## config.mk

```make
export PLATFORM = sky130hd
export DESIGN_NAME = wsd_parser
export DESIGN_NICKNAME = d
export VERILOG_FILES = /design/src/wsd_pkg.sv /design/src/wsd_parser.sv
export SDC_FILE = /design/constraint.sdc
export NUM_CORES = 1
export LEC_CHECK = 0
export BUFFER_PORTS_ARGS = -buffer_cell sky130_fd_sc_hd__buf_2
export CAP_MARGIN = 20
export CORE_AREA = 5 5 192 101
export CTS_CLUSTER_DIAMETER = 60
export DETAILED_ROUTE_END_ITERATION = 6
export DIE_AREA = 0 0 197 106
export HOLD_SLACK_MARGIN = 0.03
export PLACE_DENSITY = 0.84
export SLEW_MARGIN = 20
export SYNTH_ARGS = -nofsm -noshare
export SYNTH_HDL_FRONTEND = slang
export SYNTH_SLANG_ARGS = --single-unit
```

## constraint.sdc

```tcl
create_clock -name clk -period 7.65 [get_ports clk]
set_input_delay 0.765 -clock clk [delete_from_list [all_inputs] [get_ports clk]]
set_output_delay 0.765 -clock clk [all_outputs]
set_load 0.03 [all_outputs]
```

## src/wsd_pkg.sv

```systemverilog
// Package for the WebSocket frame decoder: shared widths, defaults and the
// result word type. No dependencies.
package wsd_pkg;

  localparam int WSD_LENGTH_WIDTH = 63;  // default width of the length counters
  localparam int WSD_FRAME_LEN_W  = 63;  // width of frame_length on the result channel

  typedef struct packed {
    logic [7:0]                 payload_byte;
    logic                       fin;
    logic [3:0]                 opcode;
    logic                       was_masked;
    logic [WSD_FRAME_LEN_W-1:0] frame_length;
    logic                       last_of_frame;
    logic                       empty_frame;
  } wsd_result_t;

endpackage

```

## src/wsd_parser.sv

```systemverilog
// Frame header parser and payload unmasker: holds the per-frame state and
// turns one byte into at most one result word. Depends on wsd_pkg.
module wsd_parser
  import wsd_pkg::*;
#(
  parameter int LENGTH_WIDTH = WSD_LENGTH_WIDTH
) (
  input  logic        clk,
  input  logic        rst_n,
  input  logic        step,       // byte below is consumed this cycle
  input  logic [7:0]  data_byte,
  output logic        res_valid,
  output wsd_result_t res
);

  localparam logic [2:0] PH_HDR0   = 3'd0;
  localparam logic [2:0] PH_HDR1   = 3'd1;
  localparam logic [2:0] PH_EXTLEN = 3'd2;
  localparam logic [2:0] PH_KEY    = 3'd3;
  localparam logic [2:0] PH_BODY   = 3'd4;

  localparam logic [6:0] LEN_EXT64 = 7'd127;
  localparam logic [6:0] LEN_EXT16 = 7'd126;

  logic [2:0]              phase_r, phase_nxt;
  logic [2:0]              hdr_cnt_r, hdr_cnt_nxt;
  logic                    fin_r, fin_nxt;
  logic [3:0]              opcode_r, opcode_nxt;
  logic                    masked_r, masked_nxt;
  logic [31:0]             key_r, key_nxt;
  logic [LENGTH_WIDTH-1:0] len_r, len_nxt;
  logic [LENGTH_WIDTH-1:0] rem_r, rem_nxt;
  logic [1:0]              key_idx_r, key_idx_nxt;

  logic [7:0] key_byte;
  logic       hdr_end;    // header complete after this byte
  logic       last;

  always_comb begin
    case (key_idx_r)
      2'd0:    key_byte = key_r[31:24];
      2'd1:    key_byte = key_r[23:16];
      2'd2:    key_byte = key_r[15:8];
      default: key_byte = key_r[7:0];
    endcase
  end

  always_comb begin
    phase_nxt   = phase_r;
    hdr_cnt_nxt = hdr_cnt_r;
    fin_nxt     = fin_r;
    opcode_nxt  = opcode_r;
    masked_nxt  = masked_r;
    key_nxt     = key_r;
    len_nxt     = len_r;
    rem_nxt     = rem_r;
    key_idx_nxt = key_idx_r;
    hdr_end     = 1'b0;
    last        = 1'b0;
    res_valid   = 1'b0;
    res.payload_byte = 8'h00;

    unique case (phase_r)
      PH_HDR0: begin
        fin_nxt    = data_byte[7];
        opcode_nxt = data_byte[3:0];
        phase_nxt  = PH_HDR1;
      end
      PH_HDR1: begin
        masked_nxt = data_byte[7];
        key_nxt    = '0;
        if (data_byte[6:0] == LEN_EXT64) begin
          len_nxt     = '0;
          hdr_cnt_nxt = 3'd0;   // wraps: eight length bytes
          phase_nxt   = PH_EXTLEN;
        end else if (data_byte[6:0] == LEN_EXT16) begin
          len_nxt     = '0;
          hdr_cnt_nxt = 3'd2;
          phase_nxt   = PH_EXTLEN;
        end else begin
          len_nxt = LENGTH_WIDTH'(data_byte[6:0]);
          if (data_byte[7]) begin
            hdr_cnt_nxt = 3'd4;
            phase_nxt   = PH_KEY;
          end else begin
            hdr_cnt_nxt = 3'd0;
            hdr_end     = 1'b1;
          end
        end
      end
      PH_EXTLEN: begin
        // bits above the counter width fall off the top
        len_nxt     = {len_r[LENGTH_WIDTH-9:0], data_byte};
        hdr_cnt_nxt = hdr_cnt_r - 3'd1;
        if (hdr_cnt_nxt == 3'd0) begin
          if (masked_r) begin
            hdr_cnt_nxt = 3'd4;
            phase_nxt   = PH_KEY;
          end else begin
            hdr_end = 1'b1;
          end
        end
      end
      PH_KEY: begin
        key_nxt     = {key_r[23:0], data_byte};
        hdr_cnt_nxt = hdr_cnt_r - 3'd1;
        if (hdr_cnt_nxt == 3'd0) begin
          hdr_end = 1'b1;
        end
      end
      PH_BODY: begin
        key_idx_nxt = key_idx_r + 2'd1;
        if (rem_r != '0) begin
          rem_nxt = rem_r - LENGTH_WIDTH'(1);
        end
        last             = (rem_nxt == '0);
        res_valid        = 1'b1;
        res.payload_byte = data_byte ^ (masked_r ? key_byte : 8'h00);
        if (last) begin
          phase_nxt = PH_HDR0;
        end
      end
      default: begin
        phase_nxt = PH_HDR0;
      end
    endcase

    if (hdr_end) begin
      if (len_nxt == '0) begin
        res_valid = 1'b1;
        last      = 1'b1;
        phase_nxt = PH_HDR0;
      end else begin
        rem_nxt     = len_nxt;
        key_idx_nxt = 2'd0;
        phase_nxt   = PH_BODY;
      end
    end

    res.fin           = fin_nxt;
    res.opcode        = opcode_nxt;
    res.was_masked    = masked_nxt;
    res.frame_length  = WSD_FRAME_LEN_W'(len_nxt);
    res.last_of_frame = last;
    res.empty_frame   = hdr_end;
  end

  always_ff @(posedge clk) begin
    if (!rst_n) begin
      phase_r   <= PH_HDR0;
      hdr_cnt_r <= '0;
      fin_r     <= 1'b0;
      opcode_r  <= '0;
      masked_r  <= 1'b0;
      key_r     <= '0;
      len_r     <= '0;
      rem_r     <= '0;
      key_idx_r <= '0;
    end else if (step) begin
      phase_r   <= phase_nxt;
      hdr_cnt_r <= hdr_cnt_nxt;
      fin_r     <= fin_nxt;
      opcode_r  <= opcode_nxt;
      masked_r  <= masked_nxt;
      key_r     <= key_nxt;
      len_r     <= len_nxt;
      rem_r     <= rem_nxt;
      key_idx_r <= key_idx_nxt;
    end
  end

`ifndef NO_ASSERTIONS
  a_body_nonzero: assert property (@(posedge clk) disable iff (!rst_n)
    phase_r == PH_BODY |-> rem_r != '0)
    else $error("body phase with nothing left to deliver");

  a_data_from_body: assert property (@(posedge clk) disable iff (!rst_n)
    res_valid && !res.empty_frame |-> phase_r == PH_BODY)
    else $error("payload word outside the body");

  a_empty_is_last: assert property (@(posedge clk) disable iff (!rst_n)
    res_valid && res.empty_frame |-> res.last_of_frame && len_nxt == '0)
    else $error("empty-frame word malformed");

  a_hdr0_advances: assert property (@(posedge clk) disable iff (!rst_n)
    step && phase_r == PH_HDR0 |=> phase_r == PH_HDR1)
    else $error("first header byte did not advance the parser");
`endif

endmodule

```

Word-level counts from Yosys, hierarchy flattened
Cells that the tools add are included.
{ "word_totals": {"register_bits": 172, "output_inout_bits": 80, "in_bits": 11} }
{ "op_classes": {"mux": 46, "reduce_logical": 11, "bitwise": 1, "n_eq_ne": 13, "addsub": 3} }
{ "ops": {"columns": ["operator", "n"], "rows": [
  ["$mux 63", 5],
  ["$logic_not 63->1", 2],
  ["$pmux 63 s2", 1],
  ["$pmux 32 s2", 1],
  ["$reduce_bool 63->1", 1],
  ["$sub 63x1->63 const B", 1],
  ["$mux 3", 13],
  ["$pmux 8 s3", 1],
  ["$mux 8", 2],
  ["$pmux 3 s5", 1],
  ["$eq 7x7->1 const B", 2],
  ["$mux 1", 14],
  ["$mux 7", 2],
  ["$ne 3x3->1 const B", 3],
  ["$pmux 3 s3", 1],
  ["$xor 8x8->8", 1],
  ["$eq 3x2->1 const B", 2],
  ["$logic_not 3->1", 2],
  ["$mux 2", 3],
  ["$reduce_and 6->1", 1],
  ["$ne 5x5->1 const B", 1],
  ["$mux 4", 1],
  ["$reduce_and 2->1", 2],
  ["$eq 3x1->1 const B", 1],
  ["10 further kinds", 10]
]} }

Longest topological paths before layout
Gate-level depths: netlist (run 1).
{ "logic_depth": {"depth_word": 7, "ltp_mapped": 16, "mapped_depth_nobuf": 12} }

Worst setup path after synthesis (run 1)
Ideal clock, no wire load.
{ "synth_timing": {"kind": "input to output", "startpoint": "in data_byte[5]", "endpoint": "out res[1] (netlist bit)", "t_arrival_ns": 3.216, "n_path_buf": 2, "t_required_ns": 6.885, "setup_slack_ns": 3.669, "path_stages": 10, "path_cell_list": "nand2_1 > o311ai_0 > a21oi_1 > a22o_1 > or4_1 > nor3_1 > clkbuf_1 > nand2_1 > o41ai_2 > buf_4"} }
{ "synth_rtl": {"columns": ["item", "line", "rtl"], "rows": [
  ["from (decl)", "wsd_parser.sv:11", "input logic [7:0] data_byte,"],
  ["to (decl)", "wsd_parser.sv:13", "output wsd_result_t res"]
]} }

==> results of run 1 <==
[power groups by stage]
stage	Combinational [W]	Sequential, W	Clock [W]
after CTS	0.00101	0.000981	0.000913
final	0.00109	0.000985	0.000927
after global placement	0.00101	0.000998	0
after detailed placement	0.00100	0.00100	0
after floorplan	0.000702	0.000977	0
after global routing	0.00112	0.000988	0.000955
[final cells by class]
cell class / count / area share, %
inverters: 99 / 3.065
repair buffers: 120 / 5.617
clock buffers: 19 / 3.711
well taps: 240 / 2.460
flip-flops and latches: 172 / 28.23
multi-input cells: 1124 / 55.65
clock inverters: 13 / 1.271
[cells in the mapped netlist (3+ instances only)]
| master | instances | area [um^2] |
|---|---|---|
| clkbuf_1 | 107 | 401.6 |
| o21ai_0 | 93 | 465.5 |
| inv_1 | 97 | 364.1 |
| nand2b_1 | 8 | 50.05 |
| a211oi_1 | 54 | 405.4 |
| a2bb2oi_1 | 4 | 35.03 |
| a31oi_1 | 6 | 37.54 |
| a21oi_1 | 82 | 410.4 |
| and2_1 | 11 | 68.82 |
| o2bb2ai_1 | 8 | 70.07 |
| nor3b_1 | 4 | 30.03 |
| buf_1 | 12 | 45.04 |
| a222oi_1 | 8 | 80.08 |
| nand2_1 | 118 | 442.9 |
| nand4b_1 | 5 | 43.79 |
| nand4_1 | 27 | 168.9 |
| or3_1 | 17 | 106.4 |
| or4_4 | 3 | 33.78 |
| a22o_1 | 77 | 674.4 |
| a22oi_1 | 90 | 675.7 |
| o2111ai_1 | 5 | 43.79 |
| or2_2 | 4 | 25.02 |
| nor4_1 | 42 | 262.8 |
| buf_4 | 6 | 45.04 |
| buf_6 | 4 | 45.04 |
| o21ai_1 | 3 | 15.01 |
| xnor2_1 | 16 | 140.1 |
| mux2_2 | 6 | 67.56 |
| nand3_1 | 58 | 290.3 |
| o311ai_0 | 3 | 26.28 |
| and3_1 | 7 | 43.79 |
| xor2_1 | 10 | 87.58 |
| nor3_1 | 76 | 380.4 |
| dfxtp_1 | 172 | 3443 |
| ha_1 | 8 | 100.1 |
| buf_2 | 13 | 65.06 |
| or4_1 | 15 | 112.6 |
| a221oi_1 | 17 | 148.9 |
| nor2_1 | 176 | 660.6 |
| o31ai_1 | 5 | 37.54 |
| a21o_1 | 12 | 90.09 |
[critical path, cell delays in order (launching register included)]
cell and delay (ps):
dfxtp_1 410, or4_1 740, nor4_2 870, nand2_1 510
nor3_1 350, nor4b_1 280, a31oi_1 190, a211oi_1 510
nand3_1 150, o41ai_2 230, buf_2 250
[metrics by stage]
step / power (W) / cell area [um^2] / setup WS [ps] / instances / util (%)
floorplan: 0.001679 / 11190 / 3669 / 1537 / -
global placement: 0.002010 / 11580 / 2594 / 1754 / 65.14
detailed placement: 0.002004 / 11590 / 2521 / 1755 / 65.20
CTS: 0.002905 / 12200 / 2264 / 1787 / 68.62
global route: 0.003059 / 12210 / 1903 / 1787 / 68.66
finish: 0.003002 / 12210 / 1955 / 1787 / 68.66
[how the worst min path moves through the flow]
stage                                      start                     end  slack, ps  depth (start not counted)
after global placement    key_r[24]$_SDFFE_PN0P_  key_r[24]$_SDFFE_PN0P_        440                          2
after CTS                 key_r[24]$_SDFFE_PN0P_  key_r[24]$_SDFFE_PN0P_        460                          2
after detailed placement  key_r[24]$_SDFFE_PN0P_  key_r[24]$_SDFFE_PN0P_        450                          2
after floorplan           key_r[24]$_SDFFE_PN0P_  key_r[24]$_SDFFE_PN0P_        430                          2
final                     key_r[24]$_SDFFE_PN0P_  key_r[24]$_SDFFE_PN0P_        460                          2
after global routing      key_r[24]$_SDFFE_PN0P_  key_r[24]$_SDFFE_PN0P_        480                          2
[registers in the layout (all words and copies together) (netlist names)]
name,count
fin_r,1
rem_r,63
key_r,32
phase_r,3
key_idx_r,2
hdr_cnt_r,3
len_r,63
opcode_r,4
masked_r,1
[cell families after synthesis]
logic type | after synthesis | share of synthesized area (%)
AO/OA/AOI/OAI | 495 | 31.06
XOR/XNOR | 26 | 2.035
adder cells (fa/ha/maj) | 8 | 0.8946
buffers and inverters | 241 | 8.699
flip-flops | 172 | 30.77
multiplexers | 6 | 0.6038
AND/OR/NAND/NOR | 589 | 25.93
[placed cells by master (no fill, tap or decap), types with 76 or more instances in the layout]
cell type  Yosys  layout
a21oi_1       82      82
dfxtp_1      172     170
o21ai_0       93      93
inv_1         97      97
buf_2         13      89
a22o_1        77      77
nor2_1       176     175
nor3_1        76      76
nand2_1      118     118
a22oi_1       90      90
[routing by layer]
| metal | vias up | GRT usage (%) | routed length [um] | share of wire (%) |
|---|---|---|---|---|
| li1 | 5663 | - | - | - |
| met1 | 6052 | 63.25 | 18880 | 41 |
| met2 | 1190 | 54.26 | 17220 | 37 |
| met3 | 92 | 20.93 | 8979 | 19 |
| met4 | 0 | 10.34 | 1079 | 2.3 |
| met5 | - | 0 | 0 | 0 |
==> results.toml, run 1 <==
[run_status]
status = "finished with violations"
violations = "design-rule violations"

[synth]
synth_nets = 1556
yosys_warnings = 0
synth_flop_cell = "dfxtp_1"
synth.distinct_cells = 75
synthCells = 1537
async_flop_share_pct = 0
seq_area_frac_synth_pct = 30.77
synth_edf_count = 0
syn_area_per_cell_um2 = 7.280
synth_area_mm2 = 0.01119
ys_ff_latch = 172

[floorplan]
die-area_mm2 = 0.02088
io_pins = 91
die_y_um = 106
coreArea_mm2 = 0.01778
placementRows = 35
start_util_pct = 62.93
die_x_um = 197

[global_routing]
grt_pass1_wl_um = 69890
track_usage_pct = 42.76
grt_pass1_vias = 11435
grt_max_degree = 93
antenna_found_initial = 0
grt.overflow.total = 0

[worst_setup_path]
worst_setup_path_start_kind = "flip-flop"
r2r-end = "rem_r[23]$_SDFFE_PN0P_"
endpoint = "res[1]"
required_ps = 6880
cp.arrival_ps = 4930
r2r-start = "phase_r[1]$_SDFFE_PN0P_"
r2r_setup_slack_ps = 2190
cp_max_fo = 12
cp-end-kind = "primary output"
worstSetupPathType = "flip-flop to primary output"
startpoint = "rem_r[2]$_SDFFE_PN0P_"
r2r_cells = 12

[layout]
layout.nets = 1553
diodes = 0
drive_gt1_share_pct = 12.09
fillers = 1483
ff_latch_area_mm2 = 0.003446
synthToLayoutAreaGrowth_pct = 9.091
multiInputGateArea_mm2 = 0.006793

[detailed_routing]
drc = 15
drt_wl_total_um = 46160
drt_iter0_drc = 2594
dr.pass1.iters = 7
num_vias = 12997
final_antenna_net_count = 0
viasPerCell = 7.273
wire_per_inst_um = 25.83

[place]
io_buffers = 90
dp_hpwl_um = 33150
place.gp.congestion = 1.133

[clocking]
clockRootBuffer = "clkbuf_16"
h-tree-depth = 4
clk_latency_ps = 440
cts_setup_buffers = 0
clk_pin_slew_ps = 70
cts_buffers = 17
clock_sinks = 172
cts_tree = "built"
clockBufferDepth = 2
ctsResizeCount = 0
ctsHoldBuffers = 0

[hold_path]
hp-class = "flip-flop to flip-flop"

[sta]
finalHoldViolCount = 0
relSlewSlack_pct = 20.00
fin_crit_ps = 5695
worstMarginPinSlew_ps = 1189
finalSetupViolCount = 0
fmax_ghz = 0.1756
rsz0062_at_grt = "no"
timing.hold.ws_ps = 461.0
period_share_pct = 74.44
fin_setup_tns_ps = 0
finalMaxSlewViolations = 0
fin_skew_ps = 16.24

[run]
max_cap_viol_count = 0

[power_and_ir_drop]
switching_share_pct = 41.42
power_leakage_nw = 4.962
net-switching-power_w = 0.001243
pwr-share-comb_pct = 36.3
power_density_mw_per_mm2 = 245.9
power_frac_clock_pct = 30.9
ir_drop_mv = 0.1519
power_frac_seq_pct = 32.8
internal_power_w = 0.001759
Power figures use the tool's default switching activity.
==> run 2, diff against run 1 <==
CORE_AREA = 5 5 198 104   (was 5 5 192 101)
DIE_AREA = 0 0 203 109   (was 0 0 197 106)
PLACE_DENSITY = 0.79   (was 0.84)
clock period = 5.73 ns   (was 7.65 ns; I/O delays follow)
==> run 2 against run 1 <==
- the flow now finishes without violations
- final cell count grew 1.6%
- first-iteration DRC count shrank 4.6%
- sequential cell count is the same
- core utilization shrank 3.1 points
- critical path depth grew 2
- combinational power grew 37%
- worst setup slack lost 1800 ps
- hold slack lost 10 ps
- clock power grew 34%
- clock skew shrank 7.9 ps
- clock-buffer cell count grew 3
- critical path type unchanged
- critical endpoint unchanged
- largest power group unchanged
==> results.toml, run 2 (same netlist as run 1, synthesis figures left out) <==
[run_status]
status = "complete, no violations"

[place]
place_area_mm2 = 0.01175
io_buffers = 90
place_ws_ps = 1074
place.gp.congestion = 1.104
dp_hpwl_um = 34210
dp_cells = 1781

[detailed_routing]
drt_iter0_drc = 2474
viasPerCell = 7.236
drt_wl_total_um = 46790
dr.pass1.iters = 7
num_vias = 13141
final_antenna_net_count = 0
wire_per_inst_um = 25.76
drc = 0

[clocking]
clockBufferDepth = 2
ctsHoldBuffers = 0
cts_tree = "built"
clock_sinks = 172
cts_setup_buffers = 0
h-tree-depth = 4
cts_buffers = 17
ctsResizeCount = 0
clockRootBuffer = "clkbuf_16"
clk_pin_slew_ps = 70
clk_latency_ps = 450

[layout]
fillers = 1693
finalInstanceArea_mm2 = 0.01238
fin_cells = 1816
biggestRegsByFlops = "len_r x63, rem_r x63, key_r x32"
drive_gt1_share_pct = 13.09
layout.nets = 1572
utilization_pct = 65.60
final_cell_mix = "nor2_1, dfxtp_1, nand2_1"
final_common_cell = "nor2_1"
synthToLayoutAreaGrowth_pct = 10.64

[worst_setup_path]
cp-end-kind = "primary output"
critPathBufInv = 3
required_ps = 5160
cp_max_fo = 15
cp.arrival_ps = 4970
worst_setup_path_start_kind = "flip-flop"
cp_cell_sequence = "or4_1 -> nor4_2 -> and4_1 -> buf_4 -> a21oi_1 -> o311ai_0 -> nand3_1 -> nor3_1 -> buf_4 -> nand3_1 -> o41ai_2 -> buf_2"
cp_top_family = "simple AND/OR/NAND/NOR gates"
worstSetupPathType = "flip-flop to primary output"
cpPeakStageDelay_ps = 1020
slowest_stage = "o311ai_0"

[sta]
fmax_ghz = 0.1805
finalHoldViolCount = 0
finalMaxSlewViolations = 0
fin_skew_ps = 8.386
fin_setup_tns_ps = 0
finalSetupViolCount = 0
fin_crit_ps = 5541
rsz0062_at_grt = "no"
period_share_pct = 96.71
relSlewSlack_pct = 14.87
postLayoutSetupSlackWorst_ps = 188.7
worstMarginPinSlew_ps = 1261

[global_routing]
grt_pass1_wl_um = 70030
antenna_found_initial = 0
grt.overflow.total = 0
grt_max_degree = 123
track_usage_pct = 41.42
grt_pass1_vias = 11388

[floorplan]
coreArea_mm2 = 0.01887
die_x_um = 203
start_util_pct = 59.29
io_pins = 91
die_y_um = 109
placementRows = 36
die-area_mm2 = 0.02213

[hold_path]
hp-class = "input port to flip-flop"

[power_and_ir_drop]
power_leakage_nw = 5.062
power_density_mw_per_mm2 = 327.4
ir_drop_mv = 0.2590

[run]
max_cap_viol_count = 0
-- run 2: changes by cell type in the layout (fill, tap and decap cells not counted), sizes merged --
cell	delta
buf	+19
clkbuf	+3
diode	+3
inv	-2
clkinv	-1
-- run 2: per-layer routing --
| layer | wire length (um) | vias up | track usage (%) |
|---|---|---|---|
| li1 | - | 5698 | - |
| met1 | 19380 | 6138 | 60.31 |
| met2 | 16990 | 1193 | 52.62 |
| met3 | 9215 | 110 | 20.48 |
| met4 | 1106 | 2 | 11.33 |
| met5 | 91 | - | 3.348 |
-- run 2: where the power goes --
| part | internal, W | switching (W) | total [W] |
|---|---|---|---|
| combinational | 0.000465 | 0.00103 | 0.00149 |
| sequential | 0.00124 | 0.0000785 | 0.00132 |
| clock | 0.000707 | 0.000533 | 0.00124 |
| total | 0.00242 | 0.00164 | 0.00405 |
-- run 2: metrics by stage --
stage | hold slack [ps] | total power, W
floorplan | 431.3 | 0.002242
global placement | 439.4 | 0.002738
detailed placement | 449.0 | 0.002729
CTS | 437.8 | 0.003950
global route | 453.9 | 0.004150
finish | 451.0 | 0.004053
-- run 2: area by class of cell --
type	instances	area [um^2]	area share (%)
multi-input cells	1124	6787	54.82
clock inverters	10	126.4	1.021
diodes	3	7.507	0.06064
flip-flops and latches	172	3446	27.83
clock buffers	22	494.2	3.992
well taps	247	309.0	2.496
repair buffers	139	837.1	6.761
inverters	99	374.1	3.022
-- run 2: worst reg2reg max path, cell delays in order, from the launching register on --
cell      delay [ps]
dfxtp_1          360
or4_1            750
nor4_2           570
and4_1           330
buf_4            290
a21oi_1          110
o311ai_0        1020
nand3_1          220
buf_4            200
nor4_1           290
nand4b_1         210
a21oi_1          240
o21ai_1           90
-- run 2: path summary, 6_finish.rpt --
kind / endpoint / startpoint / slack, ps / cells after the start
setup / recovery: res[1] / rem_r[26]$_SDFFE_PN0P_ / 190 / 12
hold / removal: key_r[6]$_SDFFE_PN0P_ / data_byte[6] / 450 / 3
setup reg to reg: phase_r[2]$_SDFFE_PN0P_ / rem_r[26]$_SDFFE_PN0P_ / 930 / 12
hold reg to reg: key_r[30]$_SDFFE_PN0P_ / key_r[30]$_SDFFE_PN0P_ / 450 / 2
